`src/sjd_pkg.sv`:
```
package sjd_pkg;

    localparam int IDX_W = 14;
    localparam int CP_W  = 16;

    localparam logic [1:0] CMD_DATA  = 2'd0;
    localparam logic [1:0] CMD_FLUSH = 2'd1;
    localparam logic [1:0] CMD_TABLE = 2'd2;

    localparam logic [7:0] ASCII_END   = 8'h80;
    localparam logic [7:0] BYTE_A0     = 8'hA0;
    localparam logic [7:0] KANA_END    = 8'hE0;
    localparam logic [7:0] LEAD_END    = 8'hF0;
    localparam logic [7:0] LEAD_BASE_1 = 8'h81;
    localparam logic [7:0] LEAD_BASE_2 = 8'hC1;
    localparam logic [7:0] TRAIL_MIN   = 8'h40;
    localparam logic [7:0] TRAIL_MAX   = 8'hFC;
    localparam logic [7:0] TRAIL_HOLE  = 8'h7F;
    localparam logic [7:0] TRAIL_HIGH  = 8'h9F;
    localparam logic [7:0] TRAIL_SKIP  = 8'h41;

    localparam logic [CP_W-1:0]  KANA_OFFSET   = 16'hFEC0;
    localparam logic [IDX_W-1:0] CELLS_PER_ROW = 14'd94;

    // Decision for one accepted item, from the front classifier to the pipeline
    typedef struct packed {
        logic             emit;      // item gives a result
        logic             lookup;    // result comes from the table
        logic             bad;       // result is a bad-input mark
        logic [CP_W-1:0]  code;      // direct code point when no lookup
        logic             set_lead;  // hold this byte as a pending lead
        logic             clr_lead;  // drop the pending lead
        logic             wr;        // table write in range
        logic [IDX_W-1:0] mem_idx;   // table address for read or write
    } t_front;

endpackage

```
`src/sjd_front.sv`:
```
module sjd_front
    import sjd_pkg::*;
#(
    parameter int TABLE_DEPTH = 8836
) (
    input  logic [1:0]       i_cmd,
    input  logic [7:0]       i_data_byte,
    input  logic [IDX_W-1:0] i_table_index,
    input  logic             i_lead_pending,
    input  logic [7:0]       i_lead_byte,
    output t_front           o_front
);

    localparam logic [IDX_W-1:0] DEPTH_LIM = IDX_W'(TABLE_DEPTH);

    logic [5:0]       row_off;
    logic             hi_half;
    logic [6:0]       ku;
    logic [6:0]       ten;
    logic [IDX_W-1:0] pair_idx;
    logic             trail_ok;
    logic             pair_in_range;

    // Row/cell arithmetic to the linear JIS X 0208 index
    always_comb begin
        row_off = (i_lead_byte < BYTE_A0) ? 6'(i_lead_byte - LEAD_BASE_1)
                                          : 6'(i_lead_byte - LEAD_BASE_2);
        hi_half = (i_data_byte >= TRAIL_HIGH);
        ku      = {row_off, 1'b0} + 7'(hi_half);
        if (hi_half) begin
            ten = 7'(i_data_byte - TRAIL_HIGH);
        end else if (i_data_byte < TRAIL_HOLE) begin
            ten = 7'(i_data_byte - TRAIL_MIN);
        end else begin
            ten = 7'(i_data_byte - TRAIL_SKIP);
        end
        pair_idx      = IDX_W'(IDX_W'(ku) * CELLS_PER_ROW + IDX_W'(ten));
        trail_ok      = (i_data_byte >= TRAIL_MIN) && (i_data_byte <= TRAIL_MAX)
                        && (i_data_byte != TRAIL_HOLE);
        pair_in_range = (pair_idx < DEPTH_LIM);
    end

    always_comb begin
        o_front         = '0;
        o_front.mem_idx = pair_idx;
        unique case (i_cmd)
            CMD_DATA: begin
                if (i_lead_pending) begin
                    o_front.clr_lead = 1'b1;
                    o_front.emit     = 1'b1;
                    if (trail_ok && pair_in_range) begin
                        o_front.lookup = 1'b1;
                    end else begin
                        o_front.bad = 1'b1;
                    end
                end else if (i_data_byte < ASCII_END) begin
                    o_front.emit = 1'b1;
                    o_front.code = CP_W'(i_data_byte);
                end else if (i_data_byte > BYTE_A0 && i_data_byte < KANA_END) begin
                    o_front.emit = 1'b1;
                    o_front.code = KANA_OFFSET + CP_W'(i_data_byte);
                end else if (i_data_byte > ASCII_END && i_data_byte < LEAD_END
                             && i_data_byte != BYTE_A0) begin
                    o_front.set_lead = 1'b1;
                end else begin
                    o_front.emit = 1'b1;
                    o_front.bad  = 1'b1;
                end
            end
            CMD_FLUSH: begin
                if (i_lead_pending) begin
                    o_front.clr_lead = 1'b1;
                    o_front.emit     = 1'b1;
                    o_front.bad      = 1'b1;
                end
            end
            CMD_TABLE: begin
                o_front.mem_idx = i_table_index;
                o_front.wr      = (i_table_index < DEPTH_LIM);
            end
            default: begin
                o_front.emit = 1'b0;
            end
        endcase
    end

endmodule

```
`config.mk`:
```
export PLATFORM = sky130hd
export DESIGN_NAME = sjd_front
export DESIGN_NICKNAME = d
export VERILOG_FILES = /design/src/sjd_pkg.sv /design/src/sjd_front.sv
export SDC_FILE = /design/constraint.sdc
export NUM_CORES = 1
export LEC_CHECK = 0
export ABC_AREA = 1
export BUFFER_PORTS_ARGS = -buffer_cell sky130_fd_sc_hd__buf_2
export CAP_MARGIN = 5
export CORE_ASPECT_RATIO = 0.75
export CORE_MARGIN = 3
export CORE_UTILIZATION = 50
export DETAILED_ROUTE_END_ITERATION = 6
export PLACE_DENSITY = 0.8
export SLEW_MARGIN = 10
export SYNTH_ARGS = -nofsm -noshare
export SYNTH_HDL_FRONTEND = slang
export SYNTH_SLANG_ARGS = --single-unit
export TNS_END_PERCENT = 50
```
`constraint.sdc`:
```
create_clock -name vclk -period 7.2
set_clock_uncertainty 0.1 [all_clocks]
set_input_delay 0.36 -clock vclk [all_inputs]
set_output_delay 0.36 -clock vclk [all_outputs]
set_load 0.005 [all_outputs]
```
Yosys cells after proc, flatten, opt, wreduce, memory -nomap -nowiden:

Index checks and enable logic that the tools add are counted.

* flip-flop bits (word level): 0
* logic and storage cells: 59

* $add $sub $neg: 8
* muxes and demuxes: 26
* equal/unequal tests: 4
* reductions and logical operators: 8
* multiply operators: 1
* magnitude comparators: 12

Operators by type and width (count)
* 17-bit 2-to-1 mux: 2
* 8-bit less-than comparator (second input constant): 4
* 16-bit 2-to-1 mux: 2
* 14-bit less-than comparator (second input constant): 2
* 8-bit > comparator (second input constant): 2
* 1-bit 2-to-1 mux: 16
* 15-bit 2-to-1 mux: 1
* 14-bit by 7-bit adder with 14-bit output: 1
* 7-bit 2-to-1 mux: 2
* 7-bit subtractor (second input constant): 2
* 7-bit by 6-bit multiplier with 13-bit output (second input constant): 1
* 6-bit by 1-bit subtractor with 6-bit output (second input constant): 2
* 10-bit by 9-bit adder with 11-bit output (first input constant): 1
* 8-bit by 7-bit >= comparator with 1-bit output (second input constant): 1
* 8-bit >= comparator (second input constant): 1
* 8-bit <= comparator (second input constant): 1
* 8-bit by 7-bit less-than comparator with 1-bit output (second input constant): 1
* 8-bit by 7-bit != test with 1-bit output (second input constant): 1
* 8-bit != test (second input constant): 1
* 7-bit by 1-bit adder with 7-bit output: 1
* 7-bit by 5-bit subtractor with 7-bit output (second input constant): 1
* 1-bit logical AND: 6
* 6-bit 2-to-1 mux: 1
* 1-bit case mux with 2 select lines: 2
* 4 further kinds: 4

Depth between registers and ports, before layout:

Gate-level depths: netlist of the first run.

* word-level depth: 10
* depth in mapped cells: 30
* mapped depth without buffers: 30

Worst setup path after synthesis of the first run:

OpenSTA, ideal clock, no wires.

* path kind: input to output
* start: input port i_lead_byte[0]
* end: output port o_front[34] (netlist name)
* stages: 24
* path slack: 2.346 ns
* data arrival time: 4.394 ns
* cells stage by stage: inv_1 ha_1 nand2_1 xor2_1 inv_1 fa_1 inv_1 ha_1 inv_1 fa_1 inv_1 ha_1 xor2_1 ha_1 nand2_1 o21ai_0 nor2_2 nor2_4 nand3_1 o21bai_1 nand2_1 nand2_1 nand2_1 nor2_1

RTL lines
* from (decl): RTL line sjd_front.sv:10 `input logic [7:0] i_lead_byte,`
* to (decl): RTL line sjd_front.sv:11 `output t_front o_front`

==> flow_summary.yaml, run 1 <==
run_status:
  outcome: "completed"
hold_path:
  min_from: "i_table_index[1]"
  hold_path_class: "in2out"
power_and_ir_drop:
  p_total_mw: 0.916
  p_leak_nw: 1.75
  p_per_area_nw_per_um2: 333
  ir_drop_v: 0.000249
synthesis:
  yosys-top-cells-area: "ha_1 (20%), nand2_1 (16%), inv_1 (14%), fa_1 (11%), nor2_1 (6.6%)"
  ys_top_cells_by_count: "nand2_1 (103), inv_1 (91), nor2_1 (42)"
  synth_area_leader_cell: "ha_1"
  yosysTopAreaCellShare: 0.198
  synth_area_um2: 2400
  ys_types: 30
  syn-num-nets: 497
  synth_cells: 413
  yosys.cell_count.top_type: "nand2_1"
  syn_area_per_cell_um2: 5.82
  yosysWarningCount: 0
  ys_seq_area_frac: 0
timing:
  finalHoldViolCount: 0
  drv_slew: 0
  fmaxAchievable_mhz: 182
  rsz0062_at_grt: "no"
  period_needed_ns: 5.50
  slew_headroom: 0.596
  tns_ns: 0
  setup_viol: 0
  whs_ns: 0.882
  worst_pin_slew_ns: 0.600
  period_share: 0.764
final_layout:
  drive_above_1_share: 0.166
  fill_cells: 457
  insertedDiodeCount: 0
  design.seq.count: 0
  clkbuf_count: 0
  regArea_um2: 0
  nets: 557
  area_delta_synth_final_pct: 14.4
die:
  dieArea_um2: 5680
  io_pins: 69
  die_w_um: 86.1
  initial_core_util: 0.529
  die_y_um: 66.0
  rows: 21
  core_um2: 4550
routing:
  dr_total_vias: 2524
  drt_wl_total_mm: 5.23
  drtPass1Iterations: 5
  ant_nets: 0
  route.detailed.drc: 0
  routed_via_density: 4.78
  drt_iter0_drc: 113
  wl_per_cell_um: 9.91
critical_path:
  worst-setup-path-type: "in2out"
  end_kind: "output pin"
  worstSetupStartpointType: "input port"
  cp_max_fo: 6
  critPathArrivalTime_ns: 5.04
  startpoint: "i_lead_byte[0]"
  cp.required_ns: 6.74
global_routing:
  antenna_found_initial: 0
  grt-ovfl-total: 0
  grt_pass1_vias: 2307
  grt_max_degree: 16
  globalRouteTotalUtil: 0.190
  grt_pass1_wl_mm: 9.45
flow_run:
  drv_cap: 0
cts:
  post_cts_buffers: 0
  cts_resized: 0
  cts_hold_buf: 0
placement:
  gp_congestion: 0.927
  port-buffer-count: 67
  dp_hpwl_mm: 4.66
==> area by class of cell <==
cell class / count / area (um2) / share of cell area
tap: 57 / 71.3 / 0.0259
inverter: 92 / 345 / 0.126
timing repair buffer: 68 / 343 / 0.125
multi-input combinational: 311 / 1990 / 0.724
==> worst paths after layout <==
kind | end | depth (start not counted) | slack (ns)
hold / removal | o_front[1] | 4 | 0.88
setup / recovery | o_front[33] | 27 | 1.70
==> cells in the final DEF (no fill, tap or decap) <==
master | Yosys | routed
nand2_1 | 103 | 103
inv_1 | 91 | 91
buf_2 | 0 | 67
nor2_1 | 42 | 42
ha_1 | 38 | 38
nand3_1 | 30 | 30
o21ai_0 | 20 | 20
xor2_1 | 14 | 14
a21oi_1 | 13 | 13
fa_1 | 13 | 13
nand4_1 | 6 | 6
nor3_1 | 6 | 6
xnor2_1 | 5 | 5
nand2_2 | 3 | 3
nand3b_1 | 3 | 3
a21o_1 | 2 | 2
nor2_4 | 2 | 2
or2_2 | 2 | 2
a21oi_2 | 1 | 1
o31ai_1 | 1 | 1
inv_2 | 1 | 1
nor2_2 | 1 | 1
o21bai_1 | 1 | 1
a31oi_1 | 1 | 1
a21boi_0 | 1 | 1
a2111oi_0 | 1 | 1
o41ai_1 | 1 | 1
o32ai_1 | 1 | 1
buf_4 | 6 | 1
==> metrics by stage <==
| step | utilization | std cells | instance area [um2] | worst slack (ns) |
|---|---|---|---|---|
| 2_1_floorplan | - | 413 | 2400 | 2.35 |
| 5_1_grt | 0.605 | 528 | 2750 | 1.19 |
| 3_5_place_dp | 0.605 | 528 | 2750 | 1.67 |
| 3_3_place_gp | 0.605 | 528 | 2750 | 1.71 |
| 6_report | 0.605 | 528 | 2750 | 1.70 |
| 4_1_cts | 0.605 | 528 | 2750 | 1.67 |
==> power breakdown <==
group	leakage [nW]	internal [mW]	switching (mW)	total [mW]
Combinational	1.75	0.352	0.564	0.916
Sequential	0	0	0	0
Clock	0	0	0	0
Total	1.75	0.352	0.564	0.916
==> critical path, cell delays in order <==
cell and delay (ns):
buf_2 0.12, inv_1 0.14, ha_1 0.21, nand2_1 0.07
xor2_1 0.36, inv_1 0.12, fa_1 0.51, inv_1 0.04
ha_1 0.27, inv_1 0.06, fa_1 0.52, inv_1 0.04
ha_1 0.38, xor2_1 0.20, ha_1 0.34, nand2_1 0.08
o21ai_0 0.21, nor2_2 0.08, nor2_4 0.15, nand3_1 0.11
o21bai_1 0.17, nand2_1 0.08, nand2_1 0.10, nand2_1 0.07
nand2_1 0.08, nand2_1 0.04, buf_2 0.11
==> kinds of logic after synthesis <==
| family | after synthesis | share of synthesized area |
|---|---|---|
| AOI/OAI and AO/OA | 43 | 0.102 |
| buffers and inverters | 102 | 0.172 |
| adders and majority gates | 51 | 0.306 |
| xor gates and xnor gates | 19 | 0.0692 |
| and+or+nand+nor | 198 | 0.351 |
==> routing by layer <==
| layer | wire length, um | up-vias | share of wire | global-route usage |
|---|---|---|---|---|
| li1 | - | 1398 | - | - |
| met1 | 2780 | 1071 | 0.53 | 0.289 |
| met2 | 2220 | 55 | 0.42 | 0.316 |
| met3 | 231 | 0 | 0.044 | 0.00249 |
| met4 | 0 | 0 | 0 | 0.00395 |
| met5 | 0 | - | 0 | 0 |
Power figures use the tool's default switching activity.
==> inputs of run 2 (changes only) <==
ABC_AREA = 0   (was 1)
clock period = 5.7 ns   (was 7.2 ns; I/O delays follow)
==> flow_summary.yaml, run 2 <==
run_status:
  outcome: "completed"
critical_path:
  critPathArrivalTime_ns: 5.17
  worst-setup-path-type: "in2out"
  cp_max_fo: 5
  end_kind: "output pin"
  cp.required_ns: 5.32
  worstSetupStartpointType: "input port"
synthesis:
  synthAdderAreaFrac: 0.311
  yosysWarningCount: 0
  ys_top_cells_by_count: "inv_1 (47), ha_1 (38), nor2_1 (27)"
  syn_area_per_cell_um2: 7.52
  synth_area_um2: 2370
  synth_xor_area_frac: 0.122
  syn-num-nets: 399
  yosys.cell_count.top_type: "inv_1"
  synth_mux_area_frac: 0.0322
  synth_top_family_by_area: "adder cells"
  synth_cells: 315
  synth_compound_gate_area_share: 0.200
  ys_seq_area_frac: 0
  synth_area_leader_cell: "ha_1"
  yosysTopAreaCellShare: 0.201
  ys_types: 61
  synthSimpleGateAreaFrac: 0.232
  yosys-top-cells-area: "ha_1 (20%), fa_1 (11%), inv_1 (7.4%), xnor2_1 (6.7%), xor2_1 (5.5%)"
final_layout:
  area_delta_synth_final_pct: 25.5
  insertedDiodeCount: 0
  fill_cells: 392
  design.seq.count: 0
  clkbuf_count: 0
  utilization: 0.658
  regArea_um2: 0
  final_common_cell: "buf_2"
  drive_above_1_share: 0.314
  final_cell_mix: "buf_2 (67), inv_1 (45), ha_1 (33)"
  nets: 478
timing:
  slew_headroom: 0.480
  worst_pin_slew_ns: 0.778
  setup_viol: 0
  whs_ns: 0.725
  period_share: 0.974
  finalHoldViolCount: 0
  drv_slew: 0
  setup_ws_ns: 0.147
  fmaxAchievable_mhz: 180
  period_needed_ns: 5.55
die:
  die_w_um: 85.5
  io_pins: 69
  core_um2: 4520
  die_y_um: 65.6
  dieArea_um2: 5610
  initial_core_util: 0.524
  rows: 21
power_and_ir_drop:
  combPwrFrac: 1.000
  ir_drop_v: 0.000498
  seq_power_share: 0
  p_leak_nw: 1.54
  switchingPower_mw: 0.908
  p_per_area_nw_per_um2: 568
  netSwitchingFraction: 0.537
  p_int_mw: 0.782
  pwr-share-clk: 0
placement:
  dp_hpwl_mm: 5.22
  port-buffer-count: 67
  gp_congestion: 0.901
  dpl_worst_slack_ns: 0.0269
hold_path:
  hold_path_class: "in2out"
global_routing:
  busiest_layer: "met1"
  grt_pass1_wl_mm: 10.1
  grt-ovfl-total: 0
  use_met2: 0.326
  antenna_found_initial: 0
  grt_use_met1: 0.338
  grt_pass1_vias: 2225
  grt_max_degree: 24
  globalRouteTotalUtil: 0.212
  use_met3: 0.0100
routing:
  ant_nets: 0
  route.detailed.drc: 0
  drtPass1Iterations: 4
  drt_wl_total_mm: 6.10
  wl_per_cell_um: 13.6
  dr_total_vias: 2457
  drt_iter0_drc: 170
  routed_via_density: 5.47
flow_run:
  drv_cap: 0
cts:
  cts_hold_buf: 0
run 2: worst max-delay path, cell delays in order:
cell and delay (ns):
buf_2 0.14, nor3_1 0.31, nand2_1 0.11, xor2_1 0.21, inv_1 0.11, fa_1 0.51
inv_1 0.05, fa_1 0.46, fa_1 0.55, inv_1 0.07, ha_4 0.26, a21o_1 0.21
a221oi_2 0.40, xnor2_2 0.20, nand4_4 0.13, or4_4 0.55, a311o_1 0.33, a31oi_1 0.15
buf_2 0.13
run 2: logic make-up after synthesis:
logic type / Yosys count
mux: 7
fa+ha+maj: 51
simple gates: 102
buf+inv: 59
xor+xnor: 33
compound gates: 63
run 2: worst paths after layout:
| kind | from | to | depth (start not counted) |
|---|---|---|---|
| worst max-delay path | i_lead_byte[2] | o_front[33] | 19 |
| worst min-delay path | i_table_index[13] | o_front[14] | 3 |
run 2: routing by layer:
| layer | up-vias | wire, um |
|---|---|---|
| li1 | 1253 | - |
| met1 | 1151 | 3000 |
| met2 | 51 | 2780 |
| met3 | 2 | 310 |
| met4 | 0 | 15 |
| met5 | - | 0 |
run 2: final cells by class:
class	count	area, um2	area share
inverters	48	180	0.0606
multi-input cells	256	2230	0.750
repair buffers	88	493	0.166
well taps	57	71.3	0.0240
run 2: power groups by stage:
stage	Sequential [mW]	Combinational, mW	Clock, mW
4_1_cts	0	1.53	0
3_5_place_dp	0	1.52	0
5_1_grt	0	1.85	0
2_1_floorplan	0	1.08	0
3_3_place_gp	0	1.48	0
6_report	0	1.69	0
run 2: repair_timing:
action	4_1_cts	5_1_grt
resized for setup	0	20
buffers inserted	0	3
setup endpoints to repair	0	4
run 2: stage by stage:
stage | cell area, um2 | cells | total power [mW] | setup TNS (ns)
after global routing | 2970 | 449 | 1.85 | -0.0166
after floorplan | 2370 | 315 | 1.08 | 0
after CTS | 2850 | 446 | 1.53 | 0
after detailed placement | 2850 | 446 | 1.52 | 0
after global placement | 2850 | 446 | 1.48 | 0
final | 2970 | 449 | 1.69 | 0
==> inputs of run 3 (changes only) <==
RECOVER_POWER = 50   (was not set)
==> flow_summary.yaml, run 3 (synthesis gave the netlist of run 2 again) <==
routing:
  routed_via_density: 5.51
  drt_wl_total_mm: 6.14
  drtPass1Iterations: 4
  drt_iter0_drc: 158
  dr_total_vias: 2474
  ant_nets: 0
  route.detailed.drc: 0
  wl_per_cell_um: 13.7
power_and_ir_drop:
  p_per_area_nw_per_um2: 570
  p_leak_nw: 1.50
  ir_drop_v: 0.000498
placement:
  dpl_worst_slack_ns: 0.0269
  dp_hpwl_mm: 5.22
  port-buffer-count: 67
  gp_congestion: 0.901
final_layout:
  nets: 478
  utilization: 0.655
  final_common_cell: "buf_2"
  clkbuf_count: 0
  final_cell_mix: "buf_2 (57), inv_1 (45), ha_1 (33)"
  area_delta_synth_final_pct: 25.0
  multi_input_area_um2: 2230
  drive_above_1_share: 0.291
  fill_cells: 399
  design.seq.count: 0
  insertedDiodeCount: 0
  regArea_um2: 0
timing:
  drv_slew: 0
  fmaxAchievable_mhz: 180
  setup_viol: 0
  worst_pin_slew_ns: 0.775
  setup_ws_ns: 0.148
  period_needed_ns: 5.55
  finalHoldViolCount: 0
  period_share: 0.974
  slew_headroom: 0.482
  whs_ns: 0.713
die:
  core_um2: 4520
  initial_core_util: 0.524
  die_y_um: 65.6
  rows: 21
  io_pins: 69
  dieArea_um2: 5610
  die_w_um: 85.5
critical_path:
  cp_max_fo: 5
  slowest_delay_ns: 0.55
  cp.required_ns: 5.32
  critical_path_depth: 19
  worstSetupStartpointType: "input port"
  crit_path_cell_trace: "buf_2 > nor3_1 > nand2_1 > xor2_1 > inv_1 > fa_1 > inv_1 > fa_1 > fa_1 > inv_1 > ha_4 > a21o_1 > a221oi_2 > xnor2_2 > nand4_4 > or4_4 > a311o_1 > a31oi_1 > buf_2"
  worst-setup-path-type: "in2out"
  critPathArrivalTime_ns: 5.17
  crit_family: "adder cells"
  critPathSlowestCell: "fa_1"
  critPathBufInv: 5
  end_kind: "output pin"
hold_path:
  worstHoldPathCells: 3
  min_from: "i_table_index[13]"
  hold_path_class: "in2out"
  hold_end: "o_front[14]"
flow_run:
  drv_cap: 0
global_routing:
  grt-ovfl-total: 0
  grt_max_degree: 24
  globalRouteTotalUtil: 0.212
  antenna_found_initial: 0
  grt_pass1_vias: 2225
  grt_pass1_wl_mm: 10.1
run_status:
  outcome: "completed"
cts:
  cts_hold_buf: 0
## run 3: changes by cell type in the layout (fill, tap and decap cells not counted), sizes merged
cell / before / now
clkbuf: 0 / 10
buf: 88 / 78
## run 3: power by group
group / leakage, nW / internal (mW) / switching, mW / total (mW)
Combinational: 1.50 / 0.781 / 0.907 / 1.69
Sequential: 0 / 0 / 0 / 0
Clock: 0 / 0 / 0 / 0
## run 3: worst max-delay path by stage
| stage | end | slack, ns | start |
|---|---|---|---|
| CTS | o_front[33] | 0.01 | i_lead_byte[0] |
| floorplan | o_front[33] | 0.25 | i_lead_byte[0] |
| global route | o_front[33] | -0.02 | i_lead_byte[2] |
| global placement | o_front[33] | 0.07 | i_lead_byte[2] |
| finish | o_front[33] | 0.15 | i_lead_byte[2] |
| detailed placement | o_front[33] | 0.03 | i_lead_byte[2] |
## run 3: repair_timing
item,in CTS,in global routing
resized for setup,0,20
setup buffers,0,3
setup endpoints to repair,0,4
## run 3: metal layers
| layer | part of all wire | global-route usage | wire, um |
|---|---|---|---|
| met4 | 0.0024 | 0.00988 | 15 |
| met3 | 0.053 | 0.0100 | 323 |
| met2 | 0.46 | 0.326 | 2800 |
| met5 | 0 | 0 | 0 |
| met1 | 0.49 | 0.338 | 3000 |
## run 3: cell type report
type	count	area share
Tap cell	57	0.0241
Inverter	48	0.0608
Timing Repair Buffer	88	0.163
Multi-Input combinational cell	256	0.752
## run 3: metrics by stage
| stage | total power, mW | instances | cell area [um2] | setup TNS [ns] |
|---|---|---|---|---|
| after floorplan | 1.08 | 315 | 2370 | 0 |
| after global placement | 1.48 | 446 | 2850 | 0 |
| after detailed placement | 1.52 | 446 | 2850 | 0 |
| after CTS | 1.53 | 446 | 2850 | 0 |
| after global routing | 1.85 | 449 | 2960 | -0.0166 |
| final | 1.69 | 449 | 2960 | 0 |
